[config.mk]
export PLATFORM = sky130hd
export DESIGN_NAME = rmpq_ctrl
export DESIGN_NICKNAME = d
export VERILOG_FILES = /design/src/sv/assert_macros.svh /design/src/sv/rmpq_pkg.sv /design/src/sv/rmpq_ctrl.sv
export SDC_FILE = /design/constraint.sdc
export NUM_CORES = 1
export LEC_CHECK = 0
export BUFFER_PORTS_ARGS = -buffer_cell sky130_fd_sc_hd__buf_2
export CAP_MARGIN = 20
export CORE_AREA = 5 5 42 44
export CTS_CLUSTER_SIZE = 40
export DETAILED_ROUTE_END_ITERATION = 10
export DIE_AREA = 0 0 47 49
export GPL_TIMING_DRIVEN = 0
export HOLD_SLACK_MARGIN = 0.15
export PLACE_DENSITY = 0.8
export RECOVER_POWER = 25
export REMOVE_ABC_BUFFERS = 1
export SLEW_MARGIN = 0
export SYNTH_ARGS = -nofsm -noshare
export SYNTH_HDL_FRONTEND = slang
export SYNTH_SLANG_ARGS = --single-unit
[constraint.sdc]
create_clock -name clk_i -period 5 [get_ports clk_i]
set_input_delay 0.75 -clock clk_i [delete_from_list [all_inputs] [get_ports clk_i]]
set_output_delay 0.75 -clock clk_i [all_outputs]
set_load 0.03 [all_outputs]
[src/sv/assert_macros.svh]
// assertion macros used by the ring queue datapath
`ifndef ASSERT_MACROS_SVH
`define ASSERT_MACROS_SVH
`ifndef NO_ASSERTIONS
`define RMPQ_ASSERT(name, clk, rst_n, prop) \
  name: assert property (@(posedge clk) disable iff (!rst_n) (prop)) \
    else $error("assertion failed");
`define RMPQ_ASSERT_NEVER(name, clk, rst_n, expr) \
  name: assert property (@(posedge clk) disable iff (!rst_n) !(expr)) \
    else $error("assertion failed");
`else
`define RMPQ_ASSERT(name, clk, rst_n, prop)
`define RMPQ_ASSERT_NEVER(name, clk, rst_n, expr)
`endif
`endif

[src/sv/rmpq_pkg.sv]
// shared constants and controller/datapath interface types of the ring queue
`default_nettype none
package rmpq_pkg;

  localparam int DEPTH  = 128;
  localparam int DATA_W = 32;
  localparam int IDX_W  = $clog2(DEPTH);
  localparam int CAP_W  = 8;
  localparam int OCC_W  = 8;

  localparam logic [CAP_W-1:0] CAP_RESET = CAP_W'(DEPTH);

  // input command codes
  localparam logic CMD_ENQ = 1'b0;
  localparam logic CMD_DEQ = 1'b1;

  typedef enum logic [1:0] {
    RES_OK        = 2'd0,
    RES_OVERFLOW  = 2'd1,
    RES_UNDERFLOW = 2'd2
  } status_e;

  typedef struct packed {
    logic latch_in;
    logic start_scan;
    logic scan_step;
    logic enq_write;
    logic set_ovf;
    logic set_udf;
    logic take_min;
    logic clear_all;
    logic head_adv;
    logic shift_init;
    logic shift_rd;
    logic shift_wr;
    logic tail_back;
    logic load_out;
  } dp_cmd_t;

  typedef struct packed {
    logic cmd_deq;
    logic is_empty;
    logic is_full;
    logic single;
    logic best_at_head;
    logic scan_done;
    logic shift_at_tail;
    logic out_busy;
  } dp_stat_t;

endpackage
`default_nettype wire

[src/sv/rmpq_ctrl.sv]
// ring queue controller state machine
`default_nettype none
module rmpq_ctrl import rmpq_pkg::*; (
  input  logic     clk_i,
  input  logic     rst_ni,
  input  logic     in_valid_i,
  output logic     in_stall_o,
  input  dp_stat_t stat_i,
  output dp_cmd_t  cmd_o
);

  typedef enum logic [5:0] {
    S_IDLE     = 6'b000001,
    S_DECODE   = 6'b000010,
    S_SCAN     = 6'b000100,
    S_SHIFT_RD = 6'b001000,
    S_SHIFT_WR = 6'b010000,
    S_DONE     = 6'b100000
  } state_e;

  state_e state_q, state_d;

  always_ff @(posedge clk_i or negedge rst_ni) begin
    if (!rst_ni) begin
      state_q <= S_IDLE;
    end else begin
      state_q <= state_d;
    end
  end

  assign in_stall_o = (state_q != S_IDLE);

  always_comb begin
    cmd_o   = '0;
    state_d = state_q;
    case (state_q)
      S_IDLE: begin
        if (in_valid_i) begin
          cmd_o.latch_in = 1'b1;
          state_d        = S_DECODE;
        end
      end
      S_DECODE: begin
        if (!stat_i.cmd_deq) begin
          if (stat_i.is_empty || !stat_i.is_full) begin
            cmd_o.enq_write = 1'b1;
          end else begin
            cmd_o.set_ovf = 1'b1;
          end
          state_d = S_DONE;
        end else if (stat_i.is_empty) begin
          cmd_o.set_udf = 1'b1;
          state_d       = S_DONE;
        end else begin
          cmd_o.start_scan = 1'b1;
          state_d          = S_SCAN;
        end
      end
      S_SCAN: begin
        cmd_o.scan_step = 1'b1;
        if (stat_i.scan_done) begin
          cmd_o.take_min = 1'b1;
          if (stat_i.single) begin
            cmd_o.clear_all = 1'b1;
            state_d         = S_DONE;
          end else if (stat_i.best_at_head) begin
            cmd_o.head_adv = 1'b1;
            state_d        = S_DONE;
          end else begin
            cmd_o.shift_init = 1'b1;
            state_d          = S_SHIFT_RD;
          end
        end
      end
      S_SHIFT_RD: begin
        if (stat_i.shift_at_tail) begin
          cmd_o.tail_back = 1'b1;
          state_d         = S_DONE;
        end else begin
          cmd_o.shift_rd = 1'b1;
          state_d        = S_SHIFT_WR;
        end
      end
      S_SHIFT_WR: begin
        cmd_o.shift_wr = 1'b1;
        state_d        = S_SHIFT_RD;
      end
      S_DONE: begin
        if (!stat_i.out_busy) begin
          cmd_o.load_out = 1'b1;
          state_d        = S_IDLE;
        end
      end
      default: begin
        state_d = S_IDLE;
      end
    endcase
  end

endmodule
`default_nettype wire

==> results of run 1 <==
-- kinds of logic after synthesis --
kind of cell              share of synthesized area
AOI/OAI and AO/OA                            0.1337
xor gates and xnor gates                    0.01733
buffers and inverters                       0.04206
DFF                                          0.2995
and+or+nand+nor                              0.5074
-- worst max-delay path, cell delays in order (launching register included) --
cell,delay [ns]
sky130_fd_sc_hd__dfrtp_1,0.44
sky130_fd_sc_hd__or4_4,0.59
sky130_fd_sc_hd__or2_4,0.29
sky130_fd_sc_hd__clkinv_2,0.08
sky130_fd_sc_hd__nand2_4,0.06
sky130_fd_sc_hd__nor3b_2,0.15
sky130_fd_sc_hd__buf_2,0.21
-- layout by cell type, fill, tap and decap left out, types with 2 or more instances in the layout --
| master | n |
|---|---|
| sky130_fd_sc_hd__buf_2 | 24 |
| sky130_fd_sc_hd__nor2_1 | 7 |
| sky130_fd_sc_hd__dfrtp_1 | 5 |
| sky130_fd_sc_hd__nand2b_1 | 4 |
| sky130_fd_sc_hd__nor3_1 | 4 |
| sky130_fd_sc_hd__inv_1 | 3 |
| sky130_fd_sc_hd__nor4_1 | 3 |
| sky130_fd_sc_hd__clkbuf_4 | 3 |
| sky130_fd_sc_hd__nor2b_1 | 2 |
| sky130_fd_sc_hd__nor3b_1 | 2 |
| sky130_fd_sc_hd__and3_1 | 2 |
| sky130_fd_sc_hd__o21ai_0 | 2 |
| sky130_fd_sc_hd__a21oi_1 | 2 |
| sky130_fd_sc_hd__clkbuf_1 | 2 |
-- power by group --
group | total [mW] | switching, mW | leakage (nW) | internal, mW
clock | 0.0487 | 0.0185 | 0.0150 | 0.0303
combinational | 0.121 | 0.0750 | 0.274 | 0.0465
sequential | 0.0769 | 0.0157 | 0.0792 | 0.0612
-- worst paths after layout --
check / start / endpoint / slack, ns
setup / recovery: state_q[1] / cmd_o[5] / 2.18
hold / removal: rst_ni / state_q[3] / 0.36
setup reg to reg: state_q[1] / state_q[5] / 3.29
hold reg to reg: state_q[2] / state_q[4] / 0.66
max in group asynchronous: rst_ni / state_q[0] / 4.34
min in group clk_i: state_q[2] / state_q[4] / 0.66
-- final cells by class --
type	count	area, um^2	share of cell area
clock buffer	4	26.28	0.03918
timing repair buffer	25	123.9	0.1847
multi-input combinational	48	332.8	0.4963
sequential	6	151.4	0.2257
inverter	4	16.27	0.02425
tap	16	20.02	0.02985
-- metal layers --
layer | part of all wire | global-route usage | routed length [um] | vias up
li1 | - | - | - | 275
met1 | 0.41 | 0.1633 | 528 | 235
met2 | 0.49 | 0.2036 | 620 | 23
met3 | 0.081 | 0.03321 | 103 | 5
met4 | 0.017 | 0.05530 | 22 | 0
met5 | 0 | 0 | 0 | -
==> run metrics, run 1 <==
minimum setup slack in the final design 2.184 ns; flip-flop count of the largest register after layout 6; TritonCTS buffer count 3; area of the core 1401 um^2; post-route worst hold slack 0.3575 ns; non-filler cells, final 103; x dimension of the die 47 um; Synth Instances approximately 60; I/O pins 26; Lkg Pwr between 0.3 and 0.4 nW; number of max-cap violations 0; Peak VDD IR 0.0001420 V; critical path required time 4.25 ns; total setup buffers inserted after CTS 0; number of buffers inserted by port buffering 25; shortest period the worst path allows 2.816 ns; largest cells by area after synthesis sky130_fd_sc_hd__dfrtp_1, sky130_fd_sc_hd__dfstp_2, sky130_fd_sc_hd__nor2_1; share of final-layout standard cells stronger than drive strength 1 0.4138; Setup Skew 0.01301 ns; buffer levels on the longest clock path 2; number of remaining DRC errors 0; number of rows created at floorplan 14; EDFF count, synth 0; startpoint type of the worst setup path flop; power density cells around 370 nW/um^2; vias in the first global route ~550; final-report hold violation count 0; post-layout power 0.2471 mW; global-route wire length before repair about 2200 um; final-layout fill cell count around 160; clock transition at the registers of the reported paths roughly 0.05 ns; largest registers state_q (6); Total Nets Final 99; RePlAce Congestion 0.7780; data arrival time of the critical path a little over 2 ns; count of antenna-violating nets left after detailed routing 0; predominant post-synthesis flop cell sky130_fd_sc_hd__dfrtp_1; overall overflow remaining after global route 0; netlist area before placement 505.5 um^2; initial drt markers 2; Crit Path Category reg2out; clock root cell sky130_fd_sc_hd__clkbuf_4; Post-Layout Inst Area around 670 um^2; post-CTS resize count 0; max_slew headroom 0.6200; HPWL Detailed around 1100 um; initial antenna violation count 0; number of warning messages in the yosys log 0; synthesis-stage register bit count 6; largest register by flop count state_q; final antenna diode count 0; slew at the pin with the worst max-slew slack 0.5648 ns; CP endpoint kind output port; status complete, no violations; per-instance average area after synthesis 8.568 um^2; Via-to-Cell Ratio approximately 5.2; Total Routing Usage GR 0.1303; CTS HTree Levels 1; overall routed net length roughly 1300 um; leading post-synthesis cells by instance count sky130_fd_sc_hd__nor2_1, sky130_fd_sc_hd__dfrtp_1, sky130_fd_sc_hd__nand2b_1, sky130_fd_sc_hd__nor3_1; largest net degree at the start of global routing 10; final count of negative-setup-slack endpoints 0; setup repair after global routing missed its margin no; total instance count after detailed placement 99; count of hold buffers inserted by post-cts repair 0; portion of synthesized cell area occupied by the leading cell type 0.2475; Initial Util 0.3607; Synth area leader sky130_fd_sc_hd__dfrtp_1; worst hold path class in2async; critical path peak fanout 7; average routed wire per standard cell 12.37 um; worst setup slack before clock tree synthesis 2.433 ns; upper clock frequency limit 355.2 MHz; proportion of register bits with asynchronous set or reset after synthesis 1.000; final-report max-slew violation count 0; clock latency on the worst-skew pair 0.25 ns; number of search-and-repair iterations in the first detailed-routing pass 3; Die Footprint 2303 um^2; clock tree from TritonCTS yes; placed instance area 645.6 um^2; post-synthesis cell type count 34; share of the core filled with cells 0.4786; area added between synthesis and finish 32.67%; final worst path period share 0.5631; total negative slack for setup checks 0 ns; Sinks on Clock Net 6; sequential-to-total area share from yosys stat 0.2995; Die Ht 49 um; depth of the worst register-to-register path 4; Vias 538; most instantiated library cell after synthesis sky130_fd_sc_hd__nor2_1
(Power assumes the default switching activity.)
==> run 2: changes to the inputs <==
CORE_AREA = default   (was 5 5 42 44)
CORE_MARGIN = 5   (was default)
CORE_UTILIZATION = 38   (was default)
DIE_AREA = default   (was 0 0 47 49)
PLACE_DENSITY = 0.83   (was 0.8)
clock period = 2.3 ns   (was 5 ns; I/O delays follow)
==> run 2 against run 1 <==
  * Non-clock buffer count grew 8
  * Worst setup slack lost 2.2 ns
  * Design area increased by 12%
  * Critical path depth did not move
  * Critical path type unchanged
  * Largest cell class unchanged
==> run metrics, run 2 (synthesis results as in run 1) <==
status complete, no violations; clock root cell sky130_fd_sc_hd__clkbuf_4; final-report hold violation count 0 (unchanged); slew at the pin with the worst max-slew slack 0.4466 ns (-0.1181 ns); CTS HTree Levels 1 (unchanged); area added between synthesis and finish 48.27%; critical path peak fanout 6 (-1); worst-path cell with the longest stage delay sky130_fd_sc_hd__or4_4; final antenna diode count 0 (unchanged); commonest cells after routing, fill and taps aside sky130_fd_sc_hd__buf_2, sky130_fd_sc_hd__buf_4, sky130_fd_sc_hd__nor2_1; final worst path period share 0.9901; Vias 588 (+9.3%); average routed wire per standard cell 13.54 um (+9.4%); buffer levels on the longest clock path 2 (unchanged); Peak VDD IR 0.0004636 V (+230%); critical path required time 1.96 ns (-2.29 ns); number of rows created at floorplan 13 (-1); initial antenna violation count 0 (unchanged); final count of negative-setup-slack endpoints 0 (unchanged); Die Footprint 2159 um^2 (-6.2%); number of remaining DRC errors 0 (unchanged); Worst R2R Setup Slack 0.55 ns (-2.74 ns); largest net degree at the start of global routing 10 (unchanged); startpoint type of the worst setup path flop; Initial Util 0.3934 (+0.03266); Total Nets Final 107 (+8.1%); overall routed net length 1489 um (+17%); delay of the slowest cell on the worst path 0.54 ns (-0.05 ns); worst path bufs/invs 2 (unchanged); RePlAce Congestion 0.8053 (+3.5%); Total Routing Usage GR 0.1592 (+0.02892); power density cells 805.8 nW/um^2 (+120%); clock latency on the worst-skew pair 0.25 ns (about the same); flip-flop count of the largest register after layout 6 (unchanged); setup repair after global routing missed its margin yes; worst hold path class in2reg; total instance count after detailed placement 98 (-1.0%); Setup Skew 0.008043 ns (-0.004967 ns); chain of cells forming the critical path or4_4 -> or2_4 -> inv_4 -> nand2_4 -> nor3b_2 -> buf_4; largest register by flop count state_q; Sinks on Clock Net 6 (unchanged); overall overflow remaining after global route 0 (unchanged); post-route worst hold slack 0.2827 ns (-0.07475 ns); HPWL Detailed 1050 um (-2.7%); vias in the first global route 595 (+8.6%); shortest period the worst path allows 2.277 ns; data arrival time of the critical path 1.93 ns (-0.14 ns); number of buffers inserted by port buffering 25 (unchanged); CP endpoint kind output port; final-layout fill cell count 116 (-26%); clock tree from TritonCTS yes; Lkg Pwr 0.4103 nW (+11%); initial drt markers 10 (+8); number of max-cap violations 0 (unchanged); multi-input gate area in the final layout 344.1 um^2 (+3.4%); area of the core 1285 um^2 (-8.3%); most common library cell in the layout ignoring fill and taps sky130_fd_sc_hd__buf_2; count of antenna-violating nets left after detailed routing 0 (unchanged); worst setup slack before clock tree synthesis 0.1405 ns (-2.292 ns); non-filler cells, final 110 (+6.8%); clock transition at the registers of the reported paths 0.05 ns (about the same); upper clock frequency limit between 400 and 500 MHz; global-route wire length before repair 2359 um (+5.9%); final-report max-slew violation count 0 (unchanged); Via-to-Cell Ratio 5.345 (+2.3%); Die Ht 46.47 um (-5.2%); Crit Path Category reg2out; share of final-layout standard cells stronger than drive strength 1 0.4737 (+0.05989); I/O pins 26 (unchanged); number of search-and-repair iterations in the first detailed-routing pass 4 (+1); minimum setup slack in the final design 0.02283 ns (-2.161 ns); max_slew headroom 0.6991 (+0.07909); largest registers state_q (6); x dimension of the die 46.47 um (-1.1%); cell family with the largest share of critical-path delay simple AND/OR/NAND/NOR gates; TritonCTS buffer count 3 (unchanged); sequential cell area in the final layout 151.4 um^2 (unchanged)
-- run 2: changes by cell type in the layout (fill, tap and decap cells not counted), sizes merged --
cell | previous run | this run
dlygate4sd3 | 0 | 1
clkinv | 1 | 0
inv | 3 | 4
buf | 24 | 31
-- run 2: metrics by stage --
stage | utilization | total power, mW | cell area (um^2) | TNS (ns)
finish | 0.5833 | 0.6039 | 749.5 | 0
global route | 0.5833 | 0.6426 | 749.5 | -0.02422
CTS | 0.5618 | 0.5772 | 721.9 | 0
detailed placement | 0.5015 | 0.4313 | 644.4 | 0
global placement | 0.5015 | 0.4218 | 644.4 | 0
floorplan | - | 0.3587 | 500.5 | -0.1615
-- run 2: routing by layer --
metal | up-vias | track usage | wire length (um)
li1 | 291 | - | -
met4 | 0 | 0.1080 | 39
met1 | 268 | 0.1529 | 588
met5 | - | 0 | 0
met3 | 5 | 0.03125 | 94
met2 | 24 | 0.2967 | 766
-- run 2: repair_timing --
action | 4_1_cts | 5_1_grt
resized for setup | 3 | 2
hold endpoints to repair | 6 | 0
pin swaps | 2 | 2
hold buffers | 1 | 0
setup endpoints to repair | 4 | 2
buffers inserted | 4 | 3
-- run 2: final timing paths --
check                                 from    endpoint  cells after the start
min in group asynchronous           rst_ni  state_q[3]                      2
worst min-delay path             stat_i[1]  state_q[4]                      2
worst max-delay path            state_q[0]    cmd_o[5]                      6
worst max register to register  state_q[0]  state_q[5]                      5
worst min register to register  state_q[2]  state_q[4]                      1
max in group asynchronous           rst_ni  state_q[0]                      2
-- run 2: worst reg2reg max path, stage by stage, from the launching register on --
cell                      delay (ns)
sky130_fd_sc_hd__dfstp_2        0.38
sky130_fd_sc_hd__or4_4          0.54
sky130_fd_sc_hd__or2_4          0.29
sky130_fd_sc_hd__buf_4          0.14
sky130_fd_sc_hd__o21ai_2        0.16
sky130_fd_sc_hd__o31ai_1        0.10
-- run 2: final cells by class --
class                           instances  share of cell area
Tap cell                               15             0.02504
Multi-Input combinational cell         48              0.4591
Timing Repair Buffer                   33              0.2554
Sequential cell                         6              0.2020
Clock buffer                            4             0.03506
Inverter                                4             0.02337
-- run 2: power by group --
part / total (mW) / switching [mW] / internal [mW] / leakage, nW
Clock: 0.107 / 0.0408 / 0.0659 / 0.0150
Combinational: 0.341 / 0.196 / 0.145 / 0.316
Sequential: 0.156 / 0.0231 / 0.133 / 0.0792
==> run 3: changes to the inputs <==
ABC_AREA = 1   (was default)
CORE_UTILIZATION = 25   (was 38)
PLACE_DENSITY = 0.62   (was 0.83)
==> run 3 against run 2 <==
  * Critical path depth did not move
  * Utilization fell by 22 points
  * Non-clock buffer count fell by 7
  * Via count fell by 7.8%
  * Worst setup slack improved by 0.37 ns
  * Flip-flop and latch count did not move
  * Synthesized cell count rose by 20%
  * Maximum frequency rose by 19%
  * Count of clock-buffer cells in the layout did not move
  * First-iteration DRC count rose by 10%
  * Sequential power rose by 13%
  * Area after synthesis rose by 0.49%
==> run metrics, run 3 <==
status complete, no violations; beginning of the worst register-to-register path state_q[4]; number of buffers inserted by port buffering 25 (unchanged); shortest period the worst path allows 1.909 ns (-0.3684 ns); x dimension of the die 55.08 um (+19%); largest cells by area after synthesis sky130_fd_sc_hd__dfrtp_1, sky130_fd_sc_hd__nor2_4, sky130_fd_sc_hd__inv_1; number of instances on the worst hold path 2 (unchanged); Worst Setup SP state_q[4]; predominant post-synthesis flop cell sky130_fd_sc_hd__dfrtp_1; worst-path cell with the longest stage delay sky130_fd_sc_hd__dfrtp_1; total instance count after detailed placement 123 (+26%); initial drt markers 11 (+1); EDFF count, synth 0 (unchanged); initial antenna violation count 0 (unchanged); chain of cells forming the critical path nor2_4 -> nand3_2 -> inv_2 -> nand2_1 -> nor3_2 -> buf_2; final antenna diode count 0 (unchanged); clock tree from TritonCTS yes; final worst path period share 0.8299 (-0.1602); total setup buffers inserted after CTS 0 (-4); critical path peak fanout 8 (+2); number of max-cap violations 0 (unchanged); data arrival time of the critical path 1.56 ns (-0.37 ns); HPWL Detailed 1077 um (+2.5%); slew at the pin with the worst max-slew slack 0.3475 ns (-0.09909 ns); Peak VDD IR 0.0005264 V (+14%); flip-flop count of the largest register after layout 6 (unchanged); portion of synthesized cell area occupied by the leading cell type 0.2463 (-0.001219); Die Footprint 3033 um^2 (+40%); Synth area leader sky130_fd_sc_hd__dfrtp_1; critical path required time 1.96 ns (about the same); most common library cell in the layout ignoring fill and taps sky130_fd_sc_hd__buf_2; per-instance average area after synthesis 7.155 um^2 (-16%); non-filler cells, final 128 (+16%); largest net degree at the start of global routing 9 (-1); leading post-synthesis cells by instance count sky130_fd_sc_hd__inv_1, sky130_fd_sc_hd__nand2_1, sky130_fd_sc_hd__nor2_1; minimum setup slack in the final design 0.3912 ns (+0.3684 ns); Sinks on Clock Net 6 (unchanged); Reg-to-Reg End state_q[3]; clock transition at the registers of the reported paths 0.06 ns (about the same); largest registers state_q (6); I/O pins 26 (unchanged); share of final-layout standard cells stronger than drive strength 1 0.4257 (-0.04794); post-CTS resize count 0 (-3); Total Nets Final 113 (+5.6%); number of remaining DRC errors 0 (unchanged); delay of the slowest cell on the worst path 0.43 ns (-0.11 ns); number of search-and-repair iterations in the first detailed-routing pass 4 (unchanged); number of warning messages in the yosys log 0 (unchanged); final-report max-slew violation count 0 (unchanged); final-report hold violation count 0 (unchanged); average routed wire per standard cell 9.977 um (-26%); power density cells 958.5 nW/um^2 (+19%); area added between synthesis and finish 38.18%; Via-to-Cell Ratio 4.234 (-21%); largest register by flop count state_q; post-synthesis cell type count 19 (-44%); CTS HTree Levels 1 (unchanged); overall routed net length 1277 um (-14%); clock latency on the worst-skew pair 0.26 ns (about the same); worst setup slack before clock tree synthesis 0.6590 ns (+0.5185 ns); total negative slack for setup checks 0 ns (unchanged); Crit Path Category reg2out; Total Routing Usage GR 0.1013 (-0.05790); buffer levels on the longest clock path 2 (unchanged); commonest cells after routing, fill and taps aside sky130_fd_sc_hd__buf_2, sky130_fd_sc_hd__inv_1, sky130_fd_sc_hd__nand2_1; worst hold path class in2reg; destination of the critical timing path cmd_o[5]; Synth Instances 71 (+20%); TritonCTS buffer count 3 (unchanged); share of the core filled with cells 0.3615 (-0.2218); post-layout power 0.6728 mW (+11%); max_slew headroom 0.7683 (+0.06921); final count of negative-setup-slack endpoints 0 (unchanged); synthesis-stage register bit count 6 (unchanged); setup repair after global routing missed its margin no; Vias 542 (-7.8%); depth of the worst register-to-register path 5 (unchanged); count of antenna-violating nets left after detailed routing 0 (unchanged); sequential-to-total area share from yosys stat 0.2980 (-0.001475); area of the core 1942 um^2 (+51%); netlist area before placement 508.0 um^2 (+0.49%); clock root cell sky130_fd_sc_hd__clkbuf_4; global-route wire length before repair 2132 um (-9.6%); Initial Util 0.2616 (-0.1318); number of rows created at floorplan 16 (+3); Setup Skew 0.01444 ns (+0.006395 ns); Die Ht 55.08 um (+19%); Worst R2R Setup Slack 1.03 ns (+0.48 ns); CP endpoint kind output port; count of hold buffers inserted by post-cts repair 1 (unchanged); Lkg Pwr 0.3993 nW (-2.7%); vias in the first global route 526 (-12%); RePlAce Congestion 0.7860 (-2.4%); proportion of register bits with asynchronous set or reset after synthesis 1.000 (unchanged); overall overflow remaining after global route 0 (unchanged); startpoint type of the worst setup path flop; upper clock frequency limit 523.9 MHz (+19%)
==> run 3: cell count changes in the layout (fill, tap and decap cells not counted), sizes merged, moves of 2 or more <==
cell    previous run  this run
inv                4        14
nand2              2        12
nor2               7        17
buf               31        24
nand3              1         6
nand2b             4         0
nand4              1         5
nor3b              3         0
a21oi              2         0
and3               2         0
nor2b              2         0
nor4               3         1
==> run 3: power by group <==
| group | internal (mW) | leakage (nW) | switching, mW | total, mW |
|---|---|---|---|---|
| Sequential | 0.140 | 0.0787 | 0.0372 | 0.177 |
| Clock | 0.0661 | 0.0150 | 0.0449 | 0.111 |
| Combinational | 0.123 | 0.306 | 0.262 | 0.385 |
| Total | 0.329 | 0.399 | 0.344 | 0.673 |
==> run 3: how the worst min path moves through the flow <==
stage | end | start | slack, ns
floorplan | state_q[1] | rst_ni | 0.05
global placement | state_q[1] | rst_ni | 0.18
detailed placement | state_q[1] | rst_ni | 0.18
CTS | state_q[4] | stat_i[1] | 0.26
global route | state_q[4] | stat_i[1] | 0.28
finish | state_q[4] | stat_i[1] | 0.27
==> run 3: kinds of logic after synthesis <==
group / synth area share
AND/OR/NAND/NOR: 0.5665
flip-flops: 0.2980
buffers and inverters: 0.1034
AO/OA/AOI/OAI: 0.03201
==> run 3: worst max-delay path: cells and delay by family, from the launching register on <==
family,cells,cell delay [ns]
flip-flops,1,0.43
AND/OR/NAND/NOR,4,0.59
buffers and inverters,2,0.29
==> run 3: cell type report <==
| class | instances | area, um^2 |
|---|---|---|
| clock buffers | 4 | 26.28 |
| fillers | 223 | 1240 |
| inverters | 14 | 52.55 |
| multi-input cells | 51 | 304.0 |
| flip-flops and latches | 6 | 151.4 |
| well taps | 27 | 33.78 |
| repair buffers | 26 | 133.9 |
==> run 3: per-layer routing <==
metal,global-route usage,share of wire
met5,0,0
met2,0.1575,0.45
met3,0.04826,0.10
met4,0.03644,0.011
met1,0.1210,0.44
==> run 3: through the flow <==
| step | cell area, um^2 | hold WS, ns |
|---|---|---|
| global route | 701.9 | 0.2754 |
| global placement | 666.9 | 0.1788 |
| detailed placement | 666.9 | 0.1798 |
| finish | 701.9 | 0.2708 |
| CTS | 703.2 | 0.2645 |
| floorplan | 508.0 | 0.04941 |
